===== config.mk =====
export PLATFORM = sky130hd
export DESIGN_NAME = cubic_bisection_root_finder_top
export DESIGN_NICKNAME = d
export VERILOG_FILES = /design/src/design/cbrf_pkg.sv /design/src/design/cubic_bisection_root_finder_top.sv /design/src/design/cbrf_feval.sv
export SDC_FILE = /design/constraint.sdc
export NUM_CORES = 2
export LEC_CHECK = 0
export ABC_AREA = 1
export BUFFER_PORTS_ARGS = -buffer_cell sky130_fd_sc_hd__buf_2
export CAP_MARGIN = 30
export CORE_MARGIN = 2
export CORE_UTILIZATION = 34
export CTS_BUF_LIST = sky130_fd_sc_hd__clkbuf_8 sky130_fd_sc_hd__clkbuf_16
export DETAILED_ROUTE_END_ITERATION = 10
export GPL_TIMING_DRIVEN = 0
export HOLD_SLACK_MARGIN = 0.03
export PLACE_DENSITY = 0.59
export SETUP_SLACK_MARGIN = 0.05
export SLEW_MARGIN = 20
export SYNTH_ARGS = -nofsm -noshare
export SYNTH_HDL_FRONTEND = slang
export SYNTH_SLANG_ARGS = --single-unit
export TNS_END_PERCENT = 30

===== constraint.sdc =====
create_clock -name clk -period 8.4 [get_ports clk]
set_input_delay 1.26 -clock clk [delete_from_list [all_inputs] [get_ports clk]]
set_output_delay 1.26 -clock clk [all_outputs]
set_load 0.1 [all_outputs]

===== src/design/cbrf_pkg.sv =====
`timescale 1ns / 1ps
`default_nettype none
// ----------------------------------------------------------------------------
// cbrf_pkg
// shared widths, constants, status codes and the types that link the
// bisection sequencer to the polynomial evaluation unit
// ----------------------------------------------------------------------------
package cbrf_pkg;

	// Q16.16 operand width and unsigned Q15.16 tolerance width
	localparam int XW    = 32;
	localparam int TOL_W = 31;

	// f(x) * 2^48 held exactly; |x^3| < 2^94 so 96 bits cover the whole range
	localparam int FW = 96;

	// step limit and step counter width
	localparam int MAX_STEPS = 64;
	localparam int STEP_W    = 7;

	// status codes
	localparam logic [1:0] STATUS_CONVERGED = 2'd0;
	localparam logic [1:0] STATUS_SAME_SIGN = 2'd1;
	localparam logic [1:0] STATUS_STEP_CAP  = 2'd2;

	// 1 - 9 * 2^48: carry-in of the negation folded with the constant term
	localparam logic [FW-1:0] OFF_K = FW'(1) - (FW'(9) << 48);

	// request into the evaluation unit
	typedef struct packed {
		logic                 go;
		logic signed [XW-1:0] x;
	} feval_req_t;

	// response from the evaluation unit
	typedef struct packed {
		logic                 done;
		logic signed [FW-1:0] f;
	} feval_rsp_t;

endpackage
`default_nettype wire


===== src/design/cubic_bisection_root_finder_top.sv =====
`timescale 1ns / 1ps
`default_nettype none
// ----------------------------------------------------------------------------
// cubic_bisection_root_finder_top
// bisection search for a root of x^3 - 4x - 9 over a Q16.16 bracket
// ----------------------------------------------------------------------------
// A word is taken when start is high and busy is low; busy then stays high
// until the result has been shown. Each word gives exactly one result, shown
// for a single cycle with done high; the receiver must take it in that cycle,
// there is no way to hold it off. Every polynomial value comes from one shared
// 32x32 multiplier; each evaluation steps through a square, two partial
// products and two wide adds plus handoff. Both guesses are checked first;
// each bisection step then takes a midpoint, an evaluation and a tolerance
// test, with at most 64 steps per word. A bracket whose ends give the same
// strict sign returns after the check of both guesses with status 1.
// ----------------------------------------------------------------------------
module cubic_bisection_root_finder_top (
	input  wire logic                               clk,
	input  wire logic                               arst_n,
	input  wire logic                               start,
	output      logic                               busy,
	input  wire logic signed [cbrf_pkg::XW-1:0]     first_guess,
	input  wire logic signed [cbrf_pkg::XW-1:0]     second_guess,
	input  wire logic        [cbrf_pkg::TOL_W-1:0]  tolerance,
	output      logic                               done,
	output      logic signed [cbrf_pkg::XW-1:0]     root,
	output      logic        [cbrf_pkg::STEP_W-1:0] step_count,
	output      logic        [1:0]                  status
);
	import cbrf_pkg::*;

	typedef enum logic [2:0] {
		S_IDLE,
		S_WAIT_A,
		S_WAIT_B,
		S_MID,
		S_WAIT_C,
		S_TEST
	} state_t;

	state_t                  state_q;
	feval_req_t              req_q;
	feval_rsp_t              rsp;

	// bracket: a_q is the low side (f <= 0 side), b_q the high side
	logic signed [XW-1:0]    a_q;
	logic signed [XW-1:0]    b_q;
	logic signed [XW-1:0]    c_q;
	logic [TOL_W-1:0]        tol_q;
	logic signed [FW-1:0]    fa_q;
	logic [FW-1:0]           fabs_q;
	logic [STEP_W-1:0]       steps_q;

	logic                    done_q;
	logic signed [XW-1:0]    root_q;
	logic [STEP_W-1:0]       step_count_q;
	logic [1:0]              status_q;

	logic                    fa_pos, fa_neg, f_pos, f_neg;
	logic [XW:0]             sum;
	logic signed [XW-1:0]    mid;
	logic [FW-1:0]           tol_w;

	cbrf_feval u_feval (
		.clk    (clk),
		.arst_n (arst_n),
		.req    (req_q),
		.rsp    (rsp)
	);

	// strict signs of the stored f(a) and of the incoming value
	assign fa_neg = fa_q[FW-1];
	assign fa_pos = !fa_q[FW-1] && (fa_q != '0);
	assign f_neg  = rsp.f[FW-1];
	assign f_pos  = !rsp.f[FW-1] && (rsp.f != '0);

	// floor midpoint on the raw Q16.16 values
	assign sum = {a_q[XW-1], a_q} + {b_q[XW-1], b_q};
	assign mid = $signed(sum[XW:1]);

	// tolerance scaled to the 2^48 grid of f
	assign tol_w = {(FW - TOL_W - 32)'(0), tol_q, 32'b0};

	always_ff @(posedge clk or negedge arst_n) begin
		if (!arst_n) begin
			state_q      <= S_IDLE;
			req_q        <= '0;
			done_q       <= 1'b0;
			a_q          <= '0;
			b_q          <= '0;
			c_q          <= '0;
			tol_q        <= '0;
			fa_q         <= '0;
			fabs_q       <= '0;
			steps_q      <= '0;
			root_q       <= '0;
			step_count_q <= '0;
			status_q     <= STATUS_CONVERGED;
		end else begin
			req_q.go <= 1'b0;
			done_q   <= 1'b0;
			case (state_q)
				S_IDLE: begin
					if (start) begin
						a_q      <= first_guess;
						b_q      <= second_guess;
						tol_q    <= tolerance;
						steps_q  <= '0;
						c_q      <= '0;
						req_q.go <= 1'b1;
						req_q.x  <= first_guess;
						state_q  <= S_WAIT_A;
					end
				end
				S_WAIT_A: begin
					if (rsp.done) begin
						fa_q     <= rsp.f;
						req_q.go <= 1'b1;
						req_q.x  <= b_q;
						state_q  <= S_WAIT_B;
					end
				end
				S_WAIT_B: begin
					if (rsp.done) begin
						if ((fa_pos && f_pos) || (fa_neg && f_neg)) begin
							// no sign change across the bracket
							root_q       <= '0;
							step_count_q <= '0;
							status_q     <= STATUS_SAME_SIGN;
							done_q       <= 1'b1;
							state_q      <= S_IDLE;
						end else begin
							// order the ends so that f(a) <= f(b)
							if (fa_q > rsp.f) begin
								a_q <= b_q;
								b_q <= a_q;
							end
							state_q <= S_MID;
						end
					end
				end
				S_MID: begin
					c_q      <= mid;
					steps_q  <= steps_q + STEP_W'(1);
					req_q.go <= 1'b1;
					req_q.x  <= mid;
					state_q  <= S_WAIT_C;
				end
				S_WAIT_C: begin
					if (rsp.done) begin
						// an exact zero moves neither bound
						if (f_pos) begin
							b_q <= c_q;
						end else if (f_neg) begin
							a_q <= c_q;
						end
						fabs_q  <= f_neg ? (~rsp.f + FW'(1)) : rsp.f;
						state_q <= S_TEST;
					end
				end
				S_TEST: begin
					root_q       <= c_q;
					step_count_q <= steps_q;
					if (fabs_q <= tol_w) begin
						status_q <= STATUS_CONVERGED;
						done_q   <= 1'b1;
						state_q  <= S_IDLE;
					end else if (steps_q == STEP_W'(MAX_STEPS)) begin
						status_q <= STATUS_STEP_CAP;
						done_q   <= 1'b1;
						state_q  <= S_IDLE;
					end else begin
						state_q <= S_MID;
					end
				end
				default: state_q <= S_IDLE;
			endcase
		end
	end

	assign busy       = (state_q != S_IDLE);
	assign done       = done_q;
	assign root       = root_q;
	assign step_count = step_count_q;
	assign status     = status_q;

endmodule
`default_nettype wire


===== src/design/cbrf_feval.sv =====
`timescale 1ns / 1ps
`default_nettype none
// ----------------------------------------------------------------------------
// cbrf_feval
// evaluates x^3 - 4x - 9 exactly in Q16.16 (result scaled by 2^48) with one
// shared 32x32 multiplier: square, low partial, high partial, then combine
// ----------------------------------------------------------------------------
module cbrf_feval (
	input  wire logic                clk,
	input  wire logic                arst_n,
	input  wire cbrf_pkg::feval_req_t req,
	output      cbrf_pkg::feval_rsp_t rsp
);
	import cbrf_pkg::*;

	typedef enum logic [2:0] {
		E_IDLE,
		E_SQ,
		E_LO,
		E_HI,
		E_ADD,
		E_FIN
	} estate_t;

	estate_t       state_q;
	logic [XW-1:0] mag_q;
	logic          neg_q;
	logic [FW-1:0] off_q;
	logic [63:0]   mul_q;
	logic [31:0]   sqhi_q;
	logic [FW-1:0] acc_q;
	logic          done_q;

	logic [XW-1:0] x_u;
	logic [FW-1:0] lin;
	logic [31:0]   opa;
	logic [63:0]   prod;
	logic [FW-1:0] acc_sel;

	assign x_u = XW'(req.x);
	// x * 2^34, sign-extended to the full width
	assign lin = {{(FW - XW - 34){req.x[XW-1]}}, x_u, 34'b0};

	// shared multiplier, operand a chosen by step
	always_comb begin
		case (state_q)
			E_SQ:    opa = mag_q;
			E_LO:    opa = mul_q[31:0];
			default: opa = sqhi_q;
		endcase
	end
	assign prod = opa * mag_q;

	assign acc_sel = neg_q ? ~acc_q : acc_q;

	always_ff @(posedge clk or negedge arst_n) begin
		if (!arst_n) begin
			state_q <= E_IDLE;
			done_q  <= 1'b0;
			mag_q   <= '0;
			neg_q   <= 1'b0;
			off_q   <= '0;
			mul_q   <= '0;
			sqhi_q  <= '0;
			acc_q   <= '0;
		end else begin
			done_q <= 1'b0;
			case (state_q)
				E_IDLE: begin
					if (req.go) begin
						mag_q   <= req.x[XW-1] ? (~x_u + XW'(1)) : x_u;
						neg_q   <= req.x[XW-1];
						// -(x * 2^34) - 9 * 2^48
						off_q   <= ~lin + OFF_K;
						state_q <= E_SQ;
					end
				end
				E_SQ: begin
					mul_q   <= prod;
					state_q <= E_LO;
				end
				E_LO: begin
					sqhi_q  <= mul_q[63:32];
					mul_q   <= prod;
					state_q <= E_HI;
				end
				E_HI: begin
					acc_q   <= {(FW - 64)'(0), mul_q};
					mul_q   <= prod;
					state_q <= E_ADD;
				end
				E_ADD: begin
					// cube magnitude = p0 + p1 * 2^32
					acc_q   <= acc_q + {mul_q, 32'b0};
					state_q <= E_FIN;
				end
				E_FIN: begin
					// signed cube plus the linear and constant terms
					acc_q   <= acc_sel + off_q + FW'(neg_q);
					done_q  <= 1'b1;
					state_q <= E_IDLE;
				end
				default: state_q <= E_IDLE;
			endcase
		end
	end

	assign rsp.done = done_q;
	assign rsp.f    = $signed(acc_q);

endmodule
`default_nettype wire


Word level (Yosys, flattened, before mapping)
Index checks and enable logic that the tools add are counted.
Widths: inputs -> output; s select.
{ "classes": {"add_sub_neg": 8, "mul": 1, "n_div": 0, "order_cmp": 2, "n_eq_ne": 23, "shift": 0, "mux": 54, "n_bitwise": 4, "n_reduce_logical": 29} }
{ "ops": {"columns": ["operator", "n"], "rows": [
  ["$mux 32", 17],
  ["$not 96->96", 3],
  ["$pmux 96 s3", 1],
  ["$add 96x96->96", 2],
  ["$mux 96", 2],
  ["$pmux 32 s2", 3],
  ["$pmux 32 s3", 2],
  ["$reduce_bool 96->1", 2],
  ["$pmux 33 s3", 1],
  ["$add 96x1->96", 1],
  ["$add 96x2->96 const B", 1],
  ["$add 96x96->96 const B", 1],
  ["$gt 96x96->1", 1],
  ["$le 96x63->1", 1],
  ["$mux 33", 2],
  ["$mul 32x32->64", 1],
  ["$add 32x32->33", 1],
  ["$add 32x1->32 const B", 1],
  ["$not 32->32", 1],
  ["$pmux 7 s2", 2],
  ["$mux 7", 3],
  ["$pmux 3 s6", 1],
  ["$mux 3", 5],
  ["$pmux 3 s5", 1],
  ["other kinds (24)", 65]
]} }
{ "totals": {"ff_bits": 729, "latchBits": 0, "mem_bits_rw": 0, "mem_bits_ro": 0, "inputBits": 98, "output_inout_bits": 43, "elab_cells": 143, "memories": 0} }

Logic depth before layout (Yosys ltp)
{ "depth": {"depth_word": 7, "depth_mapped": 39, "depth_no_buf": 37} }

Modules after synthesis
Synthesis repeated with hierarchy kept, for this count alone.
{ "unflattened": {"cells_unflattened": 12370, "area_unflattened_um2": 86461.7} }
{ "by_module_without_submodules": {"columns": ["module", "n_inst", "cells_per_inst", "area_per_inst_um2", "seq_area_each_um2"], "rows": [
  ["cbrf_feval", 1, 9020, 61602.8, 7257.0],
  ["cubic_bisection_root_finder_top", 1, 3350, 24858.8, 10109.7]
]} }

Least setup slack after synthesis
No wires, ideal clock.
{ "synth_timing": {"kind": "reg2reg", "from": "register u_feval.state_q[2]", "to": "register u_feval.mul_q[52]", "setup_time_ps": 118, "arrival_time_ps": 7667, "required_ps": 8282, "slack_ps": 615, "stages_incl_launch_ff": 31, "path_buffers": 2, "synth_period_minus_slack_ps": 7785, "path_cell_list": "dfrtp_1 > inv_2 > nand3_1 > nand2_1 > inv_2 > clkbuf_1 > a21oi_1 > clkbuf_1 > nor2_1 > fa_1 > inv_1 > fa_1 > inv_1 > fa_1 > fa_1 > fa_1 > fa_1 > fa_1 > inv_1 > fa_1 > inv_1 > ha_1 > a21o_1 > nor2_1 > o21ai_0 > a21oi_1 > nand3_1 > a21o_1 > or2_2 > nand3_1 > nand2_1"} }
{ "synth_via": {"elab_chain_cells": 3, "word_cells_on_any_way": 6, "classes_between": "1 x mul; 3 x eq/ne; 1 x mux; 1 x reduce/logical"} }
{ "synth_rtl": {"columns": ["item", "line_no", "source"], "rows": [
  ["start: declaration", "cbrf_feval.sv:25", "estate_t state_q;"],
  ["start signal: assignment", "cbrf_feval.sv:58", "state_q <= E_IDLE;"],
  ["start signal: assignment", "cbrf_feval.sv:75", "state_q <= E_SQ;"],
  ["start signal: assignment", "cbrf_feval.sv:80", "state_q <= E_LO;"],
  ["$eq 3x2->1 / $eq 3x1->1 (equally long branches)", "cbrf_feval.sv:46, cbrf_feval.sv:68", null],
  ["$pmux 32 s2", "cbrf_feval.sv:46", "case (state_q)"],
  ["$mul 32x32->64", "cbrf_feval.sv:52", "assign prod = opa * mag_q;"],
  ["end signal: assignment", "cbrf_feval.sv:79", "mul_q <= prod;"],
  ["end signal: assignment", "cbrf_feval.sv:84", "mul_q <= prod;"],
  ["end signal: assignment", "cbrf_feval.sv:89", "mul_q <= prod;"],
  ["end: declaration", "cbrf_feval.sv:29", "logic [63:0] mul_q;"]
]} }
Several ways; a longest one is shown, not always the timed one.
A chain may end at the register's enable or synchronous reset.

Worst setup path after layout
{ "layout_timing": {"from": "register u_feval.state_q[1]", "to": "register u_feval.mul_q[48]"} }
The elaborated chain is that of the path after synthesis.

==> results.md <==
* Status: finished clean
* Area contributors post-synth: fa_1 (22%), dfrtp_1 (21%), nand2_1 (12%), ha_1 (8.3%), inv_1 (8.1%)
* EDFF count, synth at 0
* Clock slew at reported path FFs at 70 ps
* Layout cells sized above 1 at 0.08849
* Mapped Area at 83040 um^2
* Slowest CP cell: fa_1
* Share of the synthesized area in the top cell type at 0.2165
* Final Util at 0.3915
* Antenna violations before repair at 25
* CTS sink count at 694
* Syn_area_per_cell at 7.330 um^2
* First-pass GRT wire length at 574600 um
* Grt met2 use at 0.4818
* Post-route ant nets at 0
* Largest net degree at the start of global routing at 97
* DRC errors left at 0
* Yosys warning count at 0
* Synth area leader: fa_1
* CTS tree: built
* CP most frequent cell: fa_1
* CP Launch Type: flip-flop
* DRT Wirelength at 403600 um
* GRT Max-Usage Layer: met2
* GR Util met1 at 0.4314
* Setup TNS Final at 0 ps
* CTS buffer count at 81
* WP data required at 9080 ps
* Fillers at 25805
* Gr usage total at 0.3194
* Core box area at 243000 um^2
* Final #Nets at 13261
* Arr. time, crit path at 8930 ps
* Slew margin rel. at 0.2121
* Vias in the first global route at 79877
* Endpoints failing hold at 0
* CTS root buffer: clkbuf_16
* Final setup violation count at 0
* Synth Register Bits at 694
* DIE AREA at 248200 um^2
* Syn_nets at 12876
* Met3 usage at 0.07854
* DR iter-0 viols at 9412
* Routability congestion estimate at 1.085
* Crit Path Class: reg -> reg
* Critical path endpoint category: flip-flop
* Slew Limit Fails at 0
* Area of the multi-input gates at 58380 um^2
* Kind of cell adding the most delay to the critical path: adder cells
* Initial DRT Pass Iterations at 6
* Die Y at 498.2 um
* Clock Skew at 55.54 ps
* Mapped Cells at 11328
* IO Pins at 141
* Post-DP Area at 88690 um^2
* Asr flop ratio synth at 1.000
* Seq/Total Area, Yosys at 0.2091
* Main flop type after synthesis: dfrtp_1
* Total gr overflow at 0
* Least-Margin Pin Slew at 1182 ps
* Max Root-Sink Buffers at 3
* Worst-Skew Late Latency at 760 ps
* Cell count along the critical path at 31
* Num rows at 181
* Distinct cell type count after synthesis at 71
* Max H-tree Level at 3
* Commonest non-fill, non-tap cell in the layout: nand2_1
* Worst Path Buf+Inv at 9
* RSZ-0062 raised after global routing: yes
* Register area at 17410 um^2
* Via density at 5.499
* Slowest stage delay, CP at 590 ps
* CP max FO at 8
* Final Instance Area at 95130 um^2
* HP Class: in -> async
* Max Clk Rate at 0.1211 GHz
* Final period util at 0.9831
* Commonest cells after routing, fill and taps aside: nand2_1 (2551), inv_1 (1772), nor2_1 (1425), fa_1 (885), dfrtp_1 (674)
* Hpwl dp at 334300 um
* Maximum Capacitance Violations at 0
* Initial core utilization at 0.3417
* DIE WIDTH at 498.2 um
* P&R area growth vs syn at 14.56%
* Vias at 82415
* Port Buffer Count at 140
* Wire length per cell at 26.93 um
* Fin crit period at 8258 ps
* Reg2reg path depth at 31
kinds of logic (layout without fill, tap and decap cells):
| family | count (synthesis) | after routing | synth area share |
|---|---|---|---|
| XOR/XNOR | 277 | 277 | 0.03017 |
| flip-flops | 694 | 694 | 0.2091 |
| other | 0 | 10 | 0 |
| AO/OA/AOI/OAI | 1571 | 1571 | 0.1042 |
| buffers and inverters | 2284 | 2730 | 0.1052 |
| multiplexers | 8 | 8 | 0.001085 |
| adder cells (fa/ha/maj) | 1450 | 1450 | 0.2997 |
| AND/OR/NAND/NOR | 5044 | 5045 | 0.2505 |
synthesized netlist by cell type (5+ instances only):
cell and n:
nand2_1 2570, inv_1 1789, nor2_1 1456, fa_1 898
o21ai_0 703, dfrtp_1 694, ha_1 552, nand3_1 528
a21oi_1 513, clkbuf_1 353, xor2_1 209, nand4_1 208
nor3_1 103, xnor2_1 59, nor4_1 50, o22ai_1 49
clkinv_1 43, a31oi_1 41, o211ai_1 40, o21bai_1 40
buf_2 39, or2_2 34, a21o_1 31, nand3b_1 30
a22oi_1 29, buf_1 28, o21a_1 26, o21ai_1 24
nor2_2 21, inv_2 18, a21boi_0 11, a211oi_1 9
buf_6 9, a32oi_1 8, mux2_2 8, a221oi_1 7
o31ai_1 7, a21oi_2 6, nand2_2 6, nor3_2 6
xnor2_2 6, o2111ai_1 5, o21ai_2 5, or2_1 5
layer usage:
layer | up-vias | wire length (um)
li1 | 36449 | -
met2 | 4211 | 173300
met1 | 40891 | 165100
met5 | - | 168
met4 | 24 | 22060
met3 | 840 | 42930
worst paths after layout:
path / end / start / slack, ps
max: u_feval.mul_q[48] / u_feval.state_q[1] / 140
min: tol_q[23] / arst_n / 450
max reg2reg: u_feval.mul_q[48] / u_feval.state_q[1] / 140
min reg2reg: fabs_q[73] / fabs_q[73] / 480
max in group asynchronous: u_feval.mul_q[60] / arst_n / 5910
min in group clk: fabs_q[73] / fabs_q[73] / 480
per-stage QoR:
| stage | hold WS, ps | setup slack [ps] | std cells |
|---|---|---|---|
| 2_1_floorplan | 448.1 | 615.3 | 11328 |
| 5_1_grt | 481.2 | -2.211 | 14980 |
| 4_1_cts | 438.4 | 14.02 | 14926 |
| 6_report | 455.0 | 142.0 | 14987 |
| 3_5_place_dp | 465.3 | -2521 | 14730 |
| 3_3_place_gp | 465.9 | -9757 | 14670 |
worst register-to-register path, delay by kind of cell (launching register included):
kind                       cells  cell delay, ps
adders and majority gates      9            4440
AOI/OAI and AO/OA              6            1270
buffers and inverters          9             990
and+or+nand+nor                6             860
DFF                            1             460
xor gates and xnor gates       1             180
final cells by class:
cell class                      count  share of cell area
Antenna cell                       10           0.0002631
Buffer                            418             0.02838
Tap cell                         3202             0.04211
Timing Repair Buffer              317             0.02853
Clock buffer                       91             0.02311
Clock inverter                     54            0.006103
Inverter                         1850             0.07483
Multi-Input combinational cell   8351              0.6137
Sequential cell                   694              0.1830
what timing repair did:
item                                    4_1_cts  5_1_grt
gates cloned                                  0        5
hold buffers                                  0        0
pin swaps                                    41      106
buffers inserted                             63       48
endpoints found under the setup margin       54       41
gates resized for setup                     483      324
registers in the layout, summed over array words and instances (netlist names), 2 cells and up:
| name | cells |
|---|---|
| b_q | 32 |
| fabs_q | 96 |
| status | 2 |
| u_feval.state_q | 3 |
| req_q | 33 |
| a_q | 32 |
| state_q | 3 |
| fa_q | 96 |
| u_feval.sqhi_q | 32 |
| root | 32 |
| u_feval.acc_q | 96 |
| steps_q | 7 |
| c_q | 32 |
| step_count | 7 |
| u_feval.mul_q | 64 |
| u_feval.mag_q | 32 |
| u_feval.off_q | 61 |
| tol_q | 31 |
Power is not shown: default switching activity piles up to over one toggle a cycle in this logic, so the estimate is an artifact.
